### config.mk
export PLATFORM = sky130hd
export DESIGN_NAME = sector_cache_lru_controller_unit_flat
export DESIGN_NICKNAME = d
export VERILOG_FILES = /design/src/design/sclru_pkg.sv /design/src/design/sclru_if.sv /design/src/design/sector_cache_lru_controller_unit.sv /design/src/design/sclru_set_hash.sv /design/src/design/sclru_tag_store.sv /design/src/flat_wrapper.sv
export SDC_FILE = /design/constraint.sdc
export NUM_CORES = 2
export LEC_CHECK = 0
export ABC_AREA = 1
export BUFFER_PORTS_ARGS = -buffer_cell sky130_fd_sc_hd__clkbuf_2
export CORE_MARGIN = 4
export CORE_UTILIZATION = 25
export DETAILED_ROUTE_END_ITERATION = 10
export PLACE_DENSITY_LB_ADDON = 0.05
export SYNTH_ARGS = -nofsm -noshare
export SYNTH_HDL_FRONTEND = slang
export SYNTH_SLANG_ARGS = --single-unit
### constraint.sdc
create_clock -name clk -period 4.93 [get_ports clk]
set_clock_uncertainty 0.2 [all_clocks]
set_input_delay 0.2465 -clock clk [delete_from_list [all_inputs] [get_ports clk]]
set_output_delay 0.2465 -clock clk [all_outputs]
set_load 0.005 [all_outputs]
### src/design/sclru_pkg.sv
package sclru_pkg;

  // Geometry
  localparam int unsigned SETS_DEF = 8;
  localparam int unsigned WAYS     = 4;

  typedef logic [1:0]  action_t;
  typedef logic [1:0]  kind_t;
  typedef logic [31:0] sector_t;
  typedef logic [15:0] order_t;

  // Request codes
  localparam action_t ACT_READ  = 2'd0;
  localparam action_t ACT_WRITE = 2'd1;
  localparam action_t ACT_FLUSH = 2'd2;
  localparam action_t ACT_NONE  = 2'd3;

  // Result codes
  localparam kind_t KIND_ACCESS = 2'd0;
  localparam kind_t KIND_WB     = 2'd1;
  localparam kind_t KIND_DONE   = 2'd2;

  // Marks
  localparam sector_t    EMPTY_TAG   = 32'hFFFF_FFFF;
  localparam order_t     ORDER_RESET = 16'hFFFF;
  localparam logic [3:0] NIB_EMPTY   = 4'hF;

  // One result item as held in the output register
  typedef struct packed {
    kind_t      kind;
    logic       hit;
    logic [3:0] set_index;
    logic [1:0] way_index;
    logic       writeback_needed;
    sector_t    writeback_sector;
    logic       device_read;
    logic       last;
  } res_t;

  // Move a hit way to the most recent slot; the ways after it slide one slot
  // towards least recent. An unmatched way leaves the order alone.
  function automatic order_t order_touch(order_t o, logic [1:0] way);
    logic [3:0] w4;
    order_t     r;
    w4 = {2'b00, way};
    if (o[15:12] == w4)
      r = {o[11:0], o[15:12]};
    else if (o[11:8] == w4)
      r = {o[15:12], o[7:0], o[11:8]};
    else if (o[7:4] == w4)
      r = {o[15:8], o[3:0], o[7:4]};
    else
      r = o;
    return r;
  endfunction

endpackage

### src/design/sclru_if.sv
// Request channel
interface sclru_in_if;
  import sclru_pkg::*;
  logic    valid;
  logic    ready;
  action_t action;
  sector_t sector;
  modport source (output valid, action, sector, input ready);
  modport sink   (input valid, action, sector, output ready);
endinterface

// Result channel
interface sclru_out_if;
  import sclru_pkg::*;
  logic       valid;
  logic       ready;
  kind_t      kind;
  logic       hit;
  logic [3:0] set_index;
  logic [1:0] way_index;
  logic       writeback_needed;
  sector_t    writeback_sector;
  logic       device_read;
  logic       last;
  modport source (output valid, kind, hit, set_index, way_index, writeback_needed,
                  writeback_sector, device_read, last, input ready);
  modport sink   (input valid, kind, hit, set_index, way_index, writeback_needed,
                  writeback_sector, device_read, last, output ready);
endinterface

### src/design/sector_cache_lru_controller_unit.sv
// Tag and replacement controller for a four-way set-associative write-back
// sector cache with least-recently-used eviction.
// Request channel in_ch: action (read, write, flush) and sector. Result
// channel out_ch: one access result per read or write, or for a flush one
// write-back entry per dirty line in set-then-way order and a closing item.
// Both channels transfer when valid and ready are high at a clock edge.
// The block takes one request at a time; in_ch.ready is high only when idle.
// A read or write passes through a hash step, a lookup in which the single
// tag comparator walks the four ways through the one read port of the tag
// memory, a decision step that also reads the victim tag, and an update
// step; the next request can be taken in the same cycle that its result
// becomes valid. A reserved sector answers from a reject step after the hash.
// A flush visits each line, stops at each dirty line to emit its write-back
// entry, then emits the closing item. An unused action code is taken and dropped.
// Results sit in an output register; while the receiver stalls it holds,
// and the sequencer waits at its next result until the register is free.
// Reset (rst_n, synchronous, active low) empties all ways, cleans all dirty
// bits and clears the recency orders at once; no clearing pass is needed.
module sector_cache_lru_controller_unit #(
  parameter int unsigned SETS = sclru_pkg::SETS_DEF
) (
  input  logic               clk,
  input  logic               rst_n,
  sclru_in_if.sink           in_ch,
  sclru_out_if.source        out_ch
);
  import sclru_pkg::*;

  localparam int unsigned SW    = (SETS > 1) ? $clog2(SETS) : 1;
  localparam int unsigned DEPTH = SETS * WAYS;
  localparam int unsigned AW    = $clog2(DEPTH);

  // Sequencer states
  localparam logic [3:0] S_IDLE   = 4'd0;
  localparam logic [3:0] S_HASH   = 4'd1;
  localparam logic [3:0] S_LOOK   = 4'd2;
  localparam logic [3:0] S_DECIDE = 4'd3;
  localparam logic [3:0] S_UPD    = 4'd4;
  localparam logic [3:0] S_REJECT = 4'd5;
  localparam logic [3:0] S_FSCAN  = 4'd6;
  localparam logic [3:0] S_FEMIT  = 4'd7;
  localparam logic [3:0] S_FDONE  = 4'd8;

  logic [3:0]    state_r, state_nxt;
  sector_t       sector_r, sector_nxt;
  logic          is_write_r, is_write_nxt;
  logic [SW-1:0] set_r, set_nxt;
  logic [1:0]    way_r, way_nxt;
  logic [2:0]    cnt_r, cnt_nxt;
  logic          hit_r, hit_nxt;
  logic [1:0]    hit_way_r, hit_way_nxt;
  logic          emp_r, emp_nxt;
  logic [1:0]    emp_way_r, emp_way_nxt;
  logic          vic_dirty_r, vic_dirty_nxt;
  res_t          out_r, out_nxt;
  logic          out_valid_r, out_valid_nxt;

  order_t           order_r [SETS];
  logic [DEPTH-1:0] dirty_r;

  logic          order_we;
  order_t        order_wdata;
  logic          dirty_we;
  logic          dirty_wdata;
  logic          tag_we;
  logic          rd_en;
  logic [AW-1:0] rd_addr;
  logic [AW-1:0] cur_idx;
  sector_t       rd_tag;
  logic [SW-1:0] hash_set;

  logic          out_free;
  order_t        cur_order;
  logic [3:0]    first_nib;
  logic          set_full;
  logic [1:0]    miss_way;
  logic [1:0]    cmp_way;
  logic          at_end;

  sclru_set_hash #(.SETS(SETS), .SW(SW)) u_hash (
    .sector  (sector_r),
    .set_idx (hash_set)
  );

  sclru_tag_store #(.DEPTH(DEPTH), .AW(AW)) u_tags (
    .clk     (clk),
    .rst_n   (rst_n),
    .rd_en   (rd_en),
    .rd_addr (rd_addr),
    .rd_tag  (rd_tag),
    .wr_en   (tag_we),
    .wr_addr (cur_idx),
    .wr_data (sector_r)
  );

  // Derived values for the current set
  assign cur_idx   = AW'({set_r, way_r});
  assign cur_order = order_r[set_r];
  assign first_nib = cur_order[15:12];
  assign set_full  = (first_nib != NIB_EMPTY);
  assign miss_way  = set_full ? first_nib[1:0] : (emp_r ? emp_way_r : 2'd0);
  assign cmp_way   = 2'(cnt_r - 3'd1);
  assign at_end    = (way_r == 2'd3) && (set_r == SW'(SETS - 1));
  assign out_free  = !out_valid_r || out_ch.ready;

  // New recency order after an access
  always_comb begin
    if (hit_r)
      order_wdata = order_touch(cur_order, way_r);
    else if (set_full)
      order_wdata = {cur_order[11:0], first_nib};
    else
      order_wdata = {cur_order[11:0], 2'b00, way_r};
  end

  // Sequencer
  always_comb begin
    state_nxt     = state_r;
    sector_nxt    = sector_r;
    is_write_nxt  = is_write_r;
    set_nxt       = set_r;
    way_nxt       = way_r;
    cnt_nxt       = cnt_r;
    hit_nxt       = hit_r;
    hit_way_nxt   = hit_way_r;
    emp_nxt       = emp_r;
    emp_way_nxt   = emp_way_r;
    vic_dirty_nxt = vic_dirty_r;
    out_nxt       = out_r;
    out_valid_nxt = out_valid_r && !out_ch.ready;
    rd_en         = 1'b0;
    rd_addr       = cur_idx;
    tag_we        = 1'b0;
    order_we      = 1'b0;
    dirty_we      = 1'b0;
    dirty_wdata   = 1'b0;

    case (state_r)
      S_IDLE: begin
        if (in_ch.valid) begin
          sector_nxt   = in_ch.sector;
          is_write_nxt = (in_ch.action == ACT_WRITE);
          if (in_ch.action == ACT_FLUSH) begin
            set_nxt   = '0;
            way_nxt   = 2'd0;
            state_nxt = S_FSCAN;
          end else if (in_ch.action == ACT_READ || in_ch.action == ACT_WRITE) begin
            state_nxt = S_HASH;
          end
        end
      end

      S_HASH: begin
        set_nxt = hash_set;
        cnt_nxt = 3'd0;
        hit_nxt = 1'b0;
        emp_nxt = 1'b0;
        state_nxt = (sector_r == EMPTY_TAG) ? S_REJECT : S_LOOK;
      end

      // Read way cnt while comparing the tag of way cnt-1
      S_LOOK: begin
        rd_en   = !cnt_r[2];
        rd_addr = AW'({set_r, cnt_r[1:0]});
        if (cnt_r != 3'd0) begin
          if (!hit_r && rd_tag == sector_r) begin
            hit_nxt     = 1'b1;
            hit_way_nxt = cmp_way;
          end
          if (!emp_r && rd_tag == EMPTY_TAG) begin
            emp_nxt     = 1'b1;
            emp_way_nxt = cmp_way;
          end
        end
        cnt_nxt = cnt_r + 3'd1;
        if (cnt_r[2]) state_nxt = S_DECIDE;
      end

      // Pick the way; fetch the victim tag in case it must be written back
      S_DECIDE: begin
        way_nxt       = hit_r ? hit_way_r : miss_way;
        rd_en         = 1'b1;
        rd_addr       = AW'({set_r, miss_way});
        vic_dirty_nxt = set_full && dirty_r[AW'({set_r, miss_way})];
        state_nxt     = S_UPD;
      end

      S_UPD: begin
        if (out_free) begin
          order_we               = 1'b1;
          out_nxt.kind           = KIND_ACCESS;
          out_nxt.hit            = hit_r;
          out_nxt.set_index      = 4'(set_r);
          out_nxt.way_index      = way_r;
          out_nxt.last           = 1'b1;
          if (hit_r) begin
            dirty_we    = is_write_r;
            dirty_wdata = 1'b1;
            out_nxt.writeback_needed = 1'b0;
            out_nxt.writeback_sector = '0;
            out_nxt.device_read      = 1'b0;
          end else begin
            tag_we      = 1'b1;
            dirty_we    = 1'b1;
            dirty_wdata = is_write_r;
            out_nxt.writeback_needed = vic_dirty_r;
            out_nxt.writeback_sector = vic_dirty_r ? rd_tag : '0;
            out_nxt.device_read      = !is_write_r;
          end
          out_valid_nxt = 1'b1;
          state_nxt     = S_IDLE;
        end
      end

      // Reserved sector: answer without touching state
      S_REJECT: begin
        if (out_free) begin
          out_nxt.kind             = KIND_ACCESS;
          out_nxt.hit              = 1'b0;
          out_nxt.set_index        = 4'(set_r);
          out_nxt.way_index        = 2'd0;
          out_nxt.writeback_needed = 1'b0;
          out_nxt.writeback_sector = '0;
          out_nxt.device_read      = 1'b0;
          out_nxt.last             = 1'b1;
          out_valid_nxt            = 1'b1;
          state_nxt                = S_IDLE;
        end
      end

      // Flush walk: one line a cycle, stop to report a dirty one
      S_FSCAN: begin
        if (dirty_r[cur_idx]) begin
          rd_en     = 1'b1;
          state_nxt = S_FEMIT;
        end else begin
          way_nxt = way_r + 2'd1;
          if (way_r == 2'd3) set_nxt = set_r + SW'(1);
          if (at_end) state_nxt = S_FDONE;
        end
      end

      S_FEMIT: begin
        if (out_free) begin
          dirty_we                 = 1'b1;
          dirty_wdata              = 1'b0;
          out_nxt.kind             = KIND_WB;
          out_nxt.hit              = 1'b0;
          out_nxt.set_index        = 4'(set_r);
          out_nxt.way_index        = way_r;
          out_nxt.writeback_needed = 1'b1;
          out_nxt.writeback_sector = rd_tag;
          out_nxt.device_read      = 1'b0;
          out_nxt.last             = 1'b0;
          out_valid_nxt            = 1'b1;
          way_nxt = way_r + 2'd1;
          if (way_r == 2'd3) set_nxt = set_r + SW'(1);
          state_nxt = at_end ? S_FDONE : S_FSCAN;
        end
      end

      S_FDONE: begin
        if (out_free) begin
          out_nxt.kind             = KIND_DONE;
          out_nxt.hit              = 1'b0;
          out_nxt.set_index        = 4'd0;
          out_nxt.way_index        = 2'd0;
          out_nxt.writeback_needed = 1'b0;
          out_nxt.writeback_sector = '0;
          out_nxt.device_read      = 1'b0;
          out_nxt.last             = 1'b1;
          out_valid_nxt            = 1'b1;
          state_nxt                = S_IDLE;
        end
      end

      default: begin
        state_nxt = S_IDLE;
      end
    endcase
  end

  // Control registers
  always_ff @(posedge clk) begin
    if (!rst_n) begin
      state_r     <= S_IDLE;
      out_valid_r <= 1'b0;
    end else begin
      state_r     <= state_nxt;
      out_valid_r <= out_valid_nxt;
    end
  end

  // Working registers
  always_ff @(posedge clk) begin
    sector_r    <= sector_nxt;
    is_write_r  <= is_write_nxt;
    set_r       <= set_nxt;
    way_r       <= way_nxt;
    cnt_r       <= cnt_nxt;
    hit_r       <= hit_nxt;
    hit_way_r   <= hit_way_nxt;
    emp_r       <= emp_nxt;
    emp_way_r   <= emp_way_nxt;
    vic_dirty_r <= vic_dirty_nxt;
    out_r       <= out_nxt;
  end

  // Recency orders
  always_ff @(posedge clk) begin
    if (!rst_n) begin
      for (int i = 0; i < SETS; i++) order_r[i] <= ORDER_RESET;
    end else if (order_we) begin
      order_r[set_r] <= order_wdata;
    end
  end

  // Dirty bits
  always_ff @(posedge clk) begin
    if (!rst_n) begin
      dirty_r <= '0;
    end else if (dirty_we) begin
      dirty_r[cur_idx] <= dirty_wdata;
    end
  end

  // Port drive
  assign in_ch.ready             = (state_r == S_IDLE);
  assign out_ch.valid            = out_valid_r;
  assign out_ch.kind             = out_r.kind;
  assign out_ch.hit              = out_r.hit;
  assign out_ch.set_index        = out_r.set_index;
  assign out_ch.way_index        = out_r.way_index;
  assign out_ch.writeback_needed = out_r.writeback_needed;
  assign out_ch.writeback_sector = out_r.writeback_sector;
  assign out_ch.device_read      = out_r.device_read;
  assign out_ch.last             = out_r.last;

endmodule

### src/design/sclru_set_hash.sv
// Byte-fold hash of a sector, reduced modulo the set count by multiplying
// with a scaled reciprocal of the set count. With a 12-bit scale the
// quotient is exact for every 8-bit hash and any set count up to 15.
module sclru_set_hash #(
  parameter int unsigned SETS = 8,
  parameter int unsigned SW   = 3
) (
  input  sclru_pkg::sector_t sector,
  output logic [SW-1:0]      set_idx
);
  import sclru_pkg::*;

  localparam logic [12:0] RCP = 13'((4096 + SETS - 1) / SETS);
  localparam logic [7:0]  DIV = 8'(SETS);

  logic [7:0]  hash;
  logic [19:0] prod;
  logic [7:0]  quot;
  logic [7:0]  back;
  logic [7:0]  rem;

  assign hash = sector[31:24] ^ sector[23:16] ^ sector[15:8] ^ sector[7:0];

  // Quotient by reciprocal, then remainder by one multiply and subtract
  assign prod = 20'(hash) * 20'(RCP);
  assign quot = prod[19:12];
  assign back = quot * DIV;
  assign rem  = hash - back;

  assign set_idx = rem[SW-1:0];

endmodule

### src/design/sclru_tag_store.sv
// Tag memory: one write and one read port, registered read. An entry never
// written reads back as the empty mark through its valid bit.
module sclru_tag_store #(
  parameter int unsigned DEPTH = 32,
  parameter int unsigned AW    = 5
) (
  input  logic               clk,
  input  logic               rst_n,
  input  logic               rd_en,
  input  logic [AW-1:0]      rd_addr,
  output sclru_pkg::sector_t rd_tag,
  input  logic               wr_en,
  input  logic [AW-1:0]      wr_addr,
  input  sclru_pkg::sector_t wr_data
);
  import sclru_pkg::*;

  sector_t          mem [DEPTH];
  logic [DEPTH-1:0] vld_r;
  sector_t          rd_data_r;
  logic             rd_vld_r;

  // Storage
  always_ff @(posedge clk) begin
    if (wr_en) mem[wr_addr] <= wr_data;
  end

  // Valid bits
  always_ff @(posedge clk) begin
    if (!rst_n) begin
      vld_r <= '0;
    end else if (wr_en) begin
      vld_r[wr_addr] <= 1'b1;
    end
  end

  // Read port
  always_ff @(posedge clk) begin
    if (rd_en) begin
      rd_data_r <= mem[rd_addr];
      rd_vld_r  <= vld_r[rd_addr];
    end
  end

  assign rd_tag = rd_vld_r ? rd_data_r : EMPTY_TAG;

endmodule

### src/flat_wrapper.sv
// flat-port wrapper written by rule: the top's interface ports become plain ports
module sector_cache_lru_controller_unit_flat import sclru_pkg::*;
#(
  parameter int unsigned SETS = sclru_pkg::SETS_DEF
)
  (clk, rst_n, in_ch_valid, in_ch_action, in_ch_sector, in_ch_ready, out_ch_valid, out_ch_kind, out_ch_hit, out_ch_set_index, out_ch_way_index, out_ch_writeback_needed, out_ch_writeback_sector, out_ch_device_read, out_ch_last, out_ch_ready);
  sclru_in_if in_ch_i ();
  sclru_out_if out_ch_i ();
  input  logic clk;
  input  logic rst_n;
  input wire logic [$bits(in_ch_i.valid)-1:0] in_ch_valid;
  input wire logic [$bits(in_ch_i.action)-1:0] in_ch_action;
  input wire logic [$bits(in_ch_i.sector)-1:0] in_ch_sector;
  output wire logic [$bits(in_ch_i.ready)-1:0] in_ch_ready;
  output wire logic [$bits(out_ch_i.valid)-1:0] out_ch_valid;
  output wire logic [$bits(out_ch_i.kind)-1:0] out_ch_kind;
  output wire logic [$bits(out_ch_i.hit)-1:0] out_ch_hit;
  output wire logic [$bits(out_ch_i.set_index)-1:0] out_ch_set_index;
  output wire logic [$bits(out_ch_i.way_index)-1:0] out_ch_way_index;
  output wire logic [$bits(out_ch_i.writeback_needed)-1:0] out_ch_writeback_needed;
  output wire logic [$bits(out_ch_i.writeback_sector)-1:0] out_ch_writeback_sector;
  output wire logic [$bits(out_ch_i.device_read)-1:0] out_ch_device_read;
  output wire logic [$bits(out_ch_i.last)-1:0] out_ch_last;
  input wire logic [$bits(out_ch_i.ready)-1:0] out_ch_ready;
  assign in_ch_i.valid = in_ch_valid;
  assign in_ch_i.action = in_ch_action;
  assign in_ch_i.sector = in_ch_sector;
  assign in_ch_ready = in_ch_i.ready;
  assign out_ch_valid = out_ch_i.valid;
  assign out_ch_kind = out_ch_i.kind;
  assign out_ch_hit = out_ch_i.hit;
  assign out_ch_set_index = out_ch_i.set_index;
  assign out_ch_way_index = out_ch_i.way_index;
  assign out_ch_writeback_needed = out_ch_i.writeback_needed;
  assign out_ch_writeback_sector = out_ch_i.writeback_sector;
  assign out_ch_device_read = out_ch_i.device_read;
  assign out_ch_last = out_ch_i.last;
  assign out_ch_i.ready = out_ch_ready;
  sector_cache_lru_controller_unit #(.SETS(SETS)) u_core (.clk(clk), .rst_n(rst_n), .in_ch(in_ch_i), .out_ch(out_ch_i));
endmodule
* After elaboration in Yosys (flattened, before gate mapping) *
Memory sizes are Yosys's and may differ from the RTL's. A register that Yosys moved wholly into a read port is not among the register bits.
Index checks and enable logic that the tools add are counted.
W data, S select, Z words.

operators by class
  add/sub/neg operators = 5
  magnitude comparators = 4
  eq/ne operators = 33
  mux-type cells = 80
  bitwise logic cells = 4
  reduce and logical (&&, ||, !) cells = 33

operator list
  kind                    count
  $mux W44                4
  $pmux W44 S4            1
  $eq A32 B32 Y1 const B  2
  $mux W32                2
  $mux W16                3
  $mux W4                 10
  $mux W34                1
  $bwmux W32              1
  $eq A32 B32 Y1          1
  $or A32 B32 Y32         1
  $mux W1                 28
  $pmux W4 S7             1
  $mux W3                 8
  $ne A2 B1 Y1 const B    10
  $lt A5 B6 Y1 const B    3
  $eq A4 B3 Y1 const B    4
  $reduce_or A16 Y1       1
  $bmux W1 S5             3
  $reduce_and A5 Y1       3
  $mux W2                 7
  $eq A4 B2 Y1            3
  $mux W12                1
  $pmux W3 S4             1
  $reduce_and A3 Y1       4
  34 further kinds        56

storage, ports and cells
  register bits = 162
  memory bits (writable) = 1152
  input port bits = 38
  output and inout bits = 46
  word-level logic and storage cells = 184
  memories kept = 2

memories
  memory             depth  width  read ports  clocked after memory_dff  wr ports  RTL line                                text
  u_core.u_tags.mem  32     32     1           1                         1         sclru_tag_store.sv:18                   sector_t mem [DEPTH];
  u_core.order_r     8      16     1           1                         8         sector_cache_lru_controller_unit.sv:58  order_t order_r [SETS];

* Longest topological paths before layout *
  word-level depth = 9
  gate-level depth with buffers = 22
  mapped depth without buffers = 19

* Modules after synthesis *
From an unflattened synthesis, not the netlist that was laid out.

second synthesis, totals
  cells, all modules = 5273
  area total of the unflattened synthesis = 57295.0 um^2

by module, submodules not included
  module                            instances  cells each  area each (um^2)  sequential area each (um^2)
  sclru_tag_store                   1          3799        44313.8           32381.1
  sector_cache_lru_controller_unit  1          1429        12789.8           7377.1
  sclru_set_hash                    1          45          191.4             0.0

* Least setup slack after synthesis *
OpenSTA, ideal clock, no wires.

  path kind = reg2reg
  start point = reg u_core.set_r[0]
  end point = mem u_core.order_r[3][0] (netlist bit), enable pin
  setup time = 0.411 ns
  data arrival time = 2.419 ns
  data required time = 4.319 ns
  path slack = 1.900 ns
  cell stages (with the launch flop) = 6
  buffers on the path = 1
  period minus slack after synthesis = 3.030 ns
  path through = edfxtp_1 clkbuf_1 clkinv_1 nor2_1 inv_1 o21ai_0

RTL lines
  item                    RTL line                                 text
  start, declared         sector_cache_lru_controller_unit.sv:47   logic [SW-1:0] set_r, set_nxt;
  start signal, assigned  sector_cache_lru_controller_unit.sv:298  set_r <= set_nxt;
  end, declared           sector_cache_lru_controller_unit.sv:58

==> summary.md <==
| Metric | Value |
|---|---|
| Worst Path Max Fanout | 111 |
| CORE AREA | 239000 um^2 |
| Clk slew on worst S/H paths | 0.06 ns |
| Synth Flop Type | edfxtp_1 |
| Die ar. | 248000 um^2 |
| CTS Buf Count | 169 |
| CTS HTree Levels | 4 |
| Die W | 498 um |
| Total congestion overflow | 0 |
| # setup viols final | 0 |
| Post-synth EDFFs | 1276 |
| First-pass GRT wire length | 343000 um |
| IO Count | 84 |
| Initial antenna violation count | 11 |
| Drt total wl | 245000 um |
| Initial DRC count | 3500 |
| Max_cap viols | 0 |
| Post-DP HPWL | 139000 um |
| PortBufs | 82 |
| Most frequent cells in the layout | nand2_1 (1834), edfxtp_1 (1276), nand3_1 (911), inv_1 (781), nor2_1 (296) |
| Commonest non-fill, non-tap cell in the layout | nand2_1 |
| Post-synth cell types | 47 |
| Layout area overhead | 18.3% |
| Root Driver | clkbuf_16 |
| Cells after Synth | 6029 |
| Worst-Skew Late Latency | 0.81 ns |
| R2r setup slk | 0.62 ns |
| Antenna Nets Post-Route | 0 |
| Row count | 179 |
| Yosys warnings | 0 |
| Wirelength per Cell | 25.7 um |
| Leading area contributor after synthesis | edfxtp_1 |
| Fraction of layout cells with a size suffix above 1 | 0.0895 |
| CP required | 5.25 ns |
| Largest net degree at the start of global routing | 119 |
| RePlAce Congestion | 0.784 |
| R2R Path End | u_core.u_tags.rd_data_r[26] |
| Hold Worst Slack | 0.258 ns |
| Hold endpoint | u_core.u_tags.vld_r[7] |
| Cell Area, Synth | 60100 um^2 |
| Worst hold start | u_core.u_tags.vld_r[7] |
| CTS sink count | 1348 |
| PwrDens | 570 nW/um^2 |
| Die Y | 498 um |
| Setup Buffers After CTS | 0 |
| Period utilization | 0.875 |
| Starting density of the core | 0.252 |
| Sequential fraction of the synthesis area | 0.662 |
| Maximum vdd ir drop | 0.000408 V |
| Total GRT Usage | 0.193 |
| TritonCTS clock tree | yes |
| Flops & latches, synth | 1348 |
| CP Class | flip-flop to flip-flop |
| Avg Inst Size Synth | 9.96 um^2 |
| CTS Buffer Depth | 3 |
| DR pass1 iterations | 5 |
| Vias/cell | 4.57 |
| Tmin final | 4.31 ns |
| Worst setup SP type | flip-flop |
| Worst R2R Path Depth | 18 |
| Worst hold path cell count | 2 |
| Final hold violations | 0 |
| Pwr Total | 40.5 mW |
| Area fraction of the dominant cell type after synthesis | 0.638 |
| Status | complete, no violations |
| Slew HR | 0.231 |
| Slew Limit Fails | 0 |
| CP endpoint kind | flip-flop |
| Tightest Pin Transition | 1.15 ns |
| Vias in the first global route | 42400 |
| DRC viols | 0 |
| FMAX | 0.232 GHz |
| Worst EP arrival | 4.63 ns |
| Hold Crit Class | flip-flop to flip-flop |
| Setup TNS | 0 ns |
| Synth async-reset ratio | 0 |
| Ranking of synthesized cells by area | edfxtp_1 (64%), nand2_1 (11%), nand3_1 (7.6%) |
| Routed via count | 43600 |
| Final nets | 6270 |
| Syn_nets | 6075 |
| RSZ-0062 raised after global routing | false |
| Pleak | 28.4 nW |
==> metal layers <==
| layer | track usage | wire [um] | vias to the layer above |
|---|---|---|---|
| met1 | 0.280 | 119000 | 22000 |
| li1 | - | - | 20300 |
| met2 | 0.306 | 111000 | 962 |
| met3 | 0.0273 | 10700 | 270 |
| met5 | 0 | 0 | - |
| met4 | 0.0400 | 4760 | 0 |
==> per-stage QoR <==
step           utilization  setup WS, ns  instance area (um^2)  instances
3_3_place_gp         0.273         0.553                 65200       9147
5_1_grt              0.298         0.340                 71000       9529
3_5_place_dp         0.273         0.553                 65200       9147
4_1_cts              0.298         0.542                 71000       9527
2_1_floorplan            -          1.90                 60100       6029
6_report             0.298         0.616                 71000       9533
==> power by group <==
part           leakage, nW  switching [mW]  internal [mW]
clock network         2.47            5.16           6.65
registers             11.8           0.455           13.5
logic                 14.1            10.8           3.88
total                 28.4            16.4           24.1
==> how the worst max path moves through the flow <==
| stage | startpoint | endpoint | slack [ns] | cells after the start |
|---|---|---|---|---|
| detailed placement | flip-flop | u_core.u_tags.rd_data_r[26] | 0.55 | 18 |
| floorplan | u_core.set_r[0] | u_core.order_r[3][0] | 1.90 | 5 |
| global placement | flip-flop | u_core.u_tags.rd_data_r[26] | 0.55 | 18 |
| finish | flip-flop | u_core.u_tags.rd_data_r[26] | 0.62 | 18 |
| CTS | flip-flop | u_core.u_tags.rd_data_r[26] | 0.54 | 18 |
| global route | flip-flop | u_core.u_tags.rd_data_r[26] | 0.34 | 18 |
==> critical path: stages, from the launching register on <==
cell and delay, ns:
dfxtp_1 0.44, buf_4 0.28, inv_2 0.18, nand3_1 0.10, nand3_1 0.08, nand2_1 0.15, nor2_1 0.38, nand2_4 0.14
nand2_1 0.21, nand3_1 0.22, nand2_4 0.31, inv_8 0.15, buf_12 0.32, nand3_1 0.20, nand2_1 0.06, nand2_1 0.05
nand2_1 0.07, nor2_1 0.19, nand2_1 0.16
==> kinds of logic (layout without fill, tap and decap cells) <==
logic type	count (synthesis)	count (layout)	share of synthesized area
other cells	1	7	0.0000624
flops	1348	1348	0.662
xor+xnor	20	20	0.00292
fa+ha+maj	8	8	0.00167
compound gates	273	273	0.0249
buf+inv	1150	1481	0.0771
simple gates	3229	3229	0.231
==> registers in the layout, indices dropped and copies added (netlist names), 2 cells and up, named ones only <==
name,flops
u_core.out_ch.kind,2
u_core.sector_r,32
u_core.hit_way_r,2
u_core.order_r,128
u_core.u_tags.mem,1024
u_core.cnt_r,3
u_core.out_ch.set_index,3
u_core.set_r,3
u_core.u_tags.vld_r,32
u_core.out_ch.way_index,2
u_core.state_r,4
u_core.dirty_r,32
u_core.way_r,2
u_core.out_ch.writeback_sector,32
u_core.u_tags.rd_data_r,32
u_core.emp_way_r,2
==> timing repair <==
item                                    in CTS  in global routing
endpoints found under the setup margin       0                  0
endpoints found under the hold margin       51                  0
hold buffers                                73                  0
gates resized for setup                      0                  0
==> final cells by class <==
type | count | area, um^2
antenna | 6 | 15.0
fill | 24900 | 167000
timing repair buffer | 349 | 3290
sequential | 1348 | 39800
multi-input combinational | 3531 | 15800
tap | 3167 | 3960
clock inverter | 66 | 495
inverter | 825 | 3110
clock buffer | 241 | 4600
==> synth_stat cells (4+ instances only) <==
master,number
a21oi_1,88
a22oi_1,4
a31oi_1,4
buf_1,39
buf_2,129
buf_4,33
buf_6,4
clkbuf_1,120
dfxtp_1,72
edfxtp_1,1276
ha_1,8
inv_1,815
inv_2,9
nand2_1,1835
nand3_1,912
nand3b_1,129
nand4_1,10
nor2_1,307
nor4_1,13
o211ai_1,8
o21ai_0,117
o21ai_1,10
o22ai_1,25
o31ai_1,4
or2_2,4
xnor2_1,7
xor2_1,13
(Power assumes the default switching activity.)
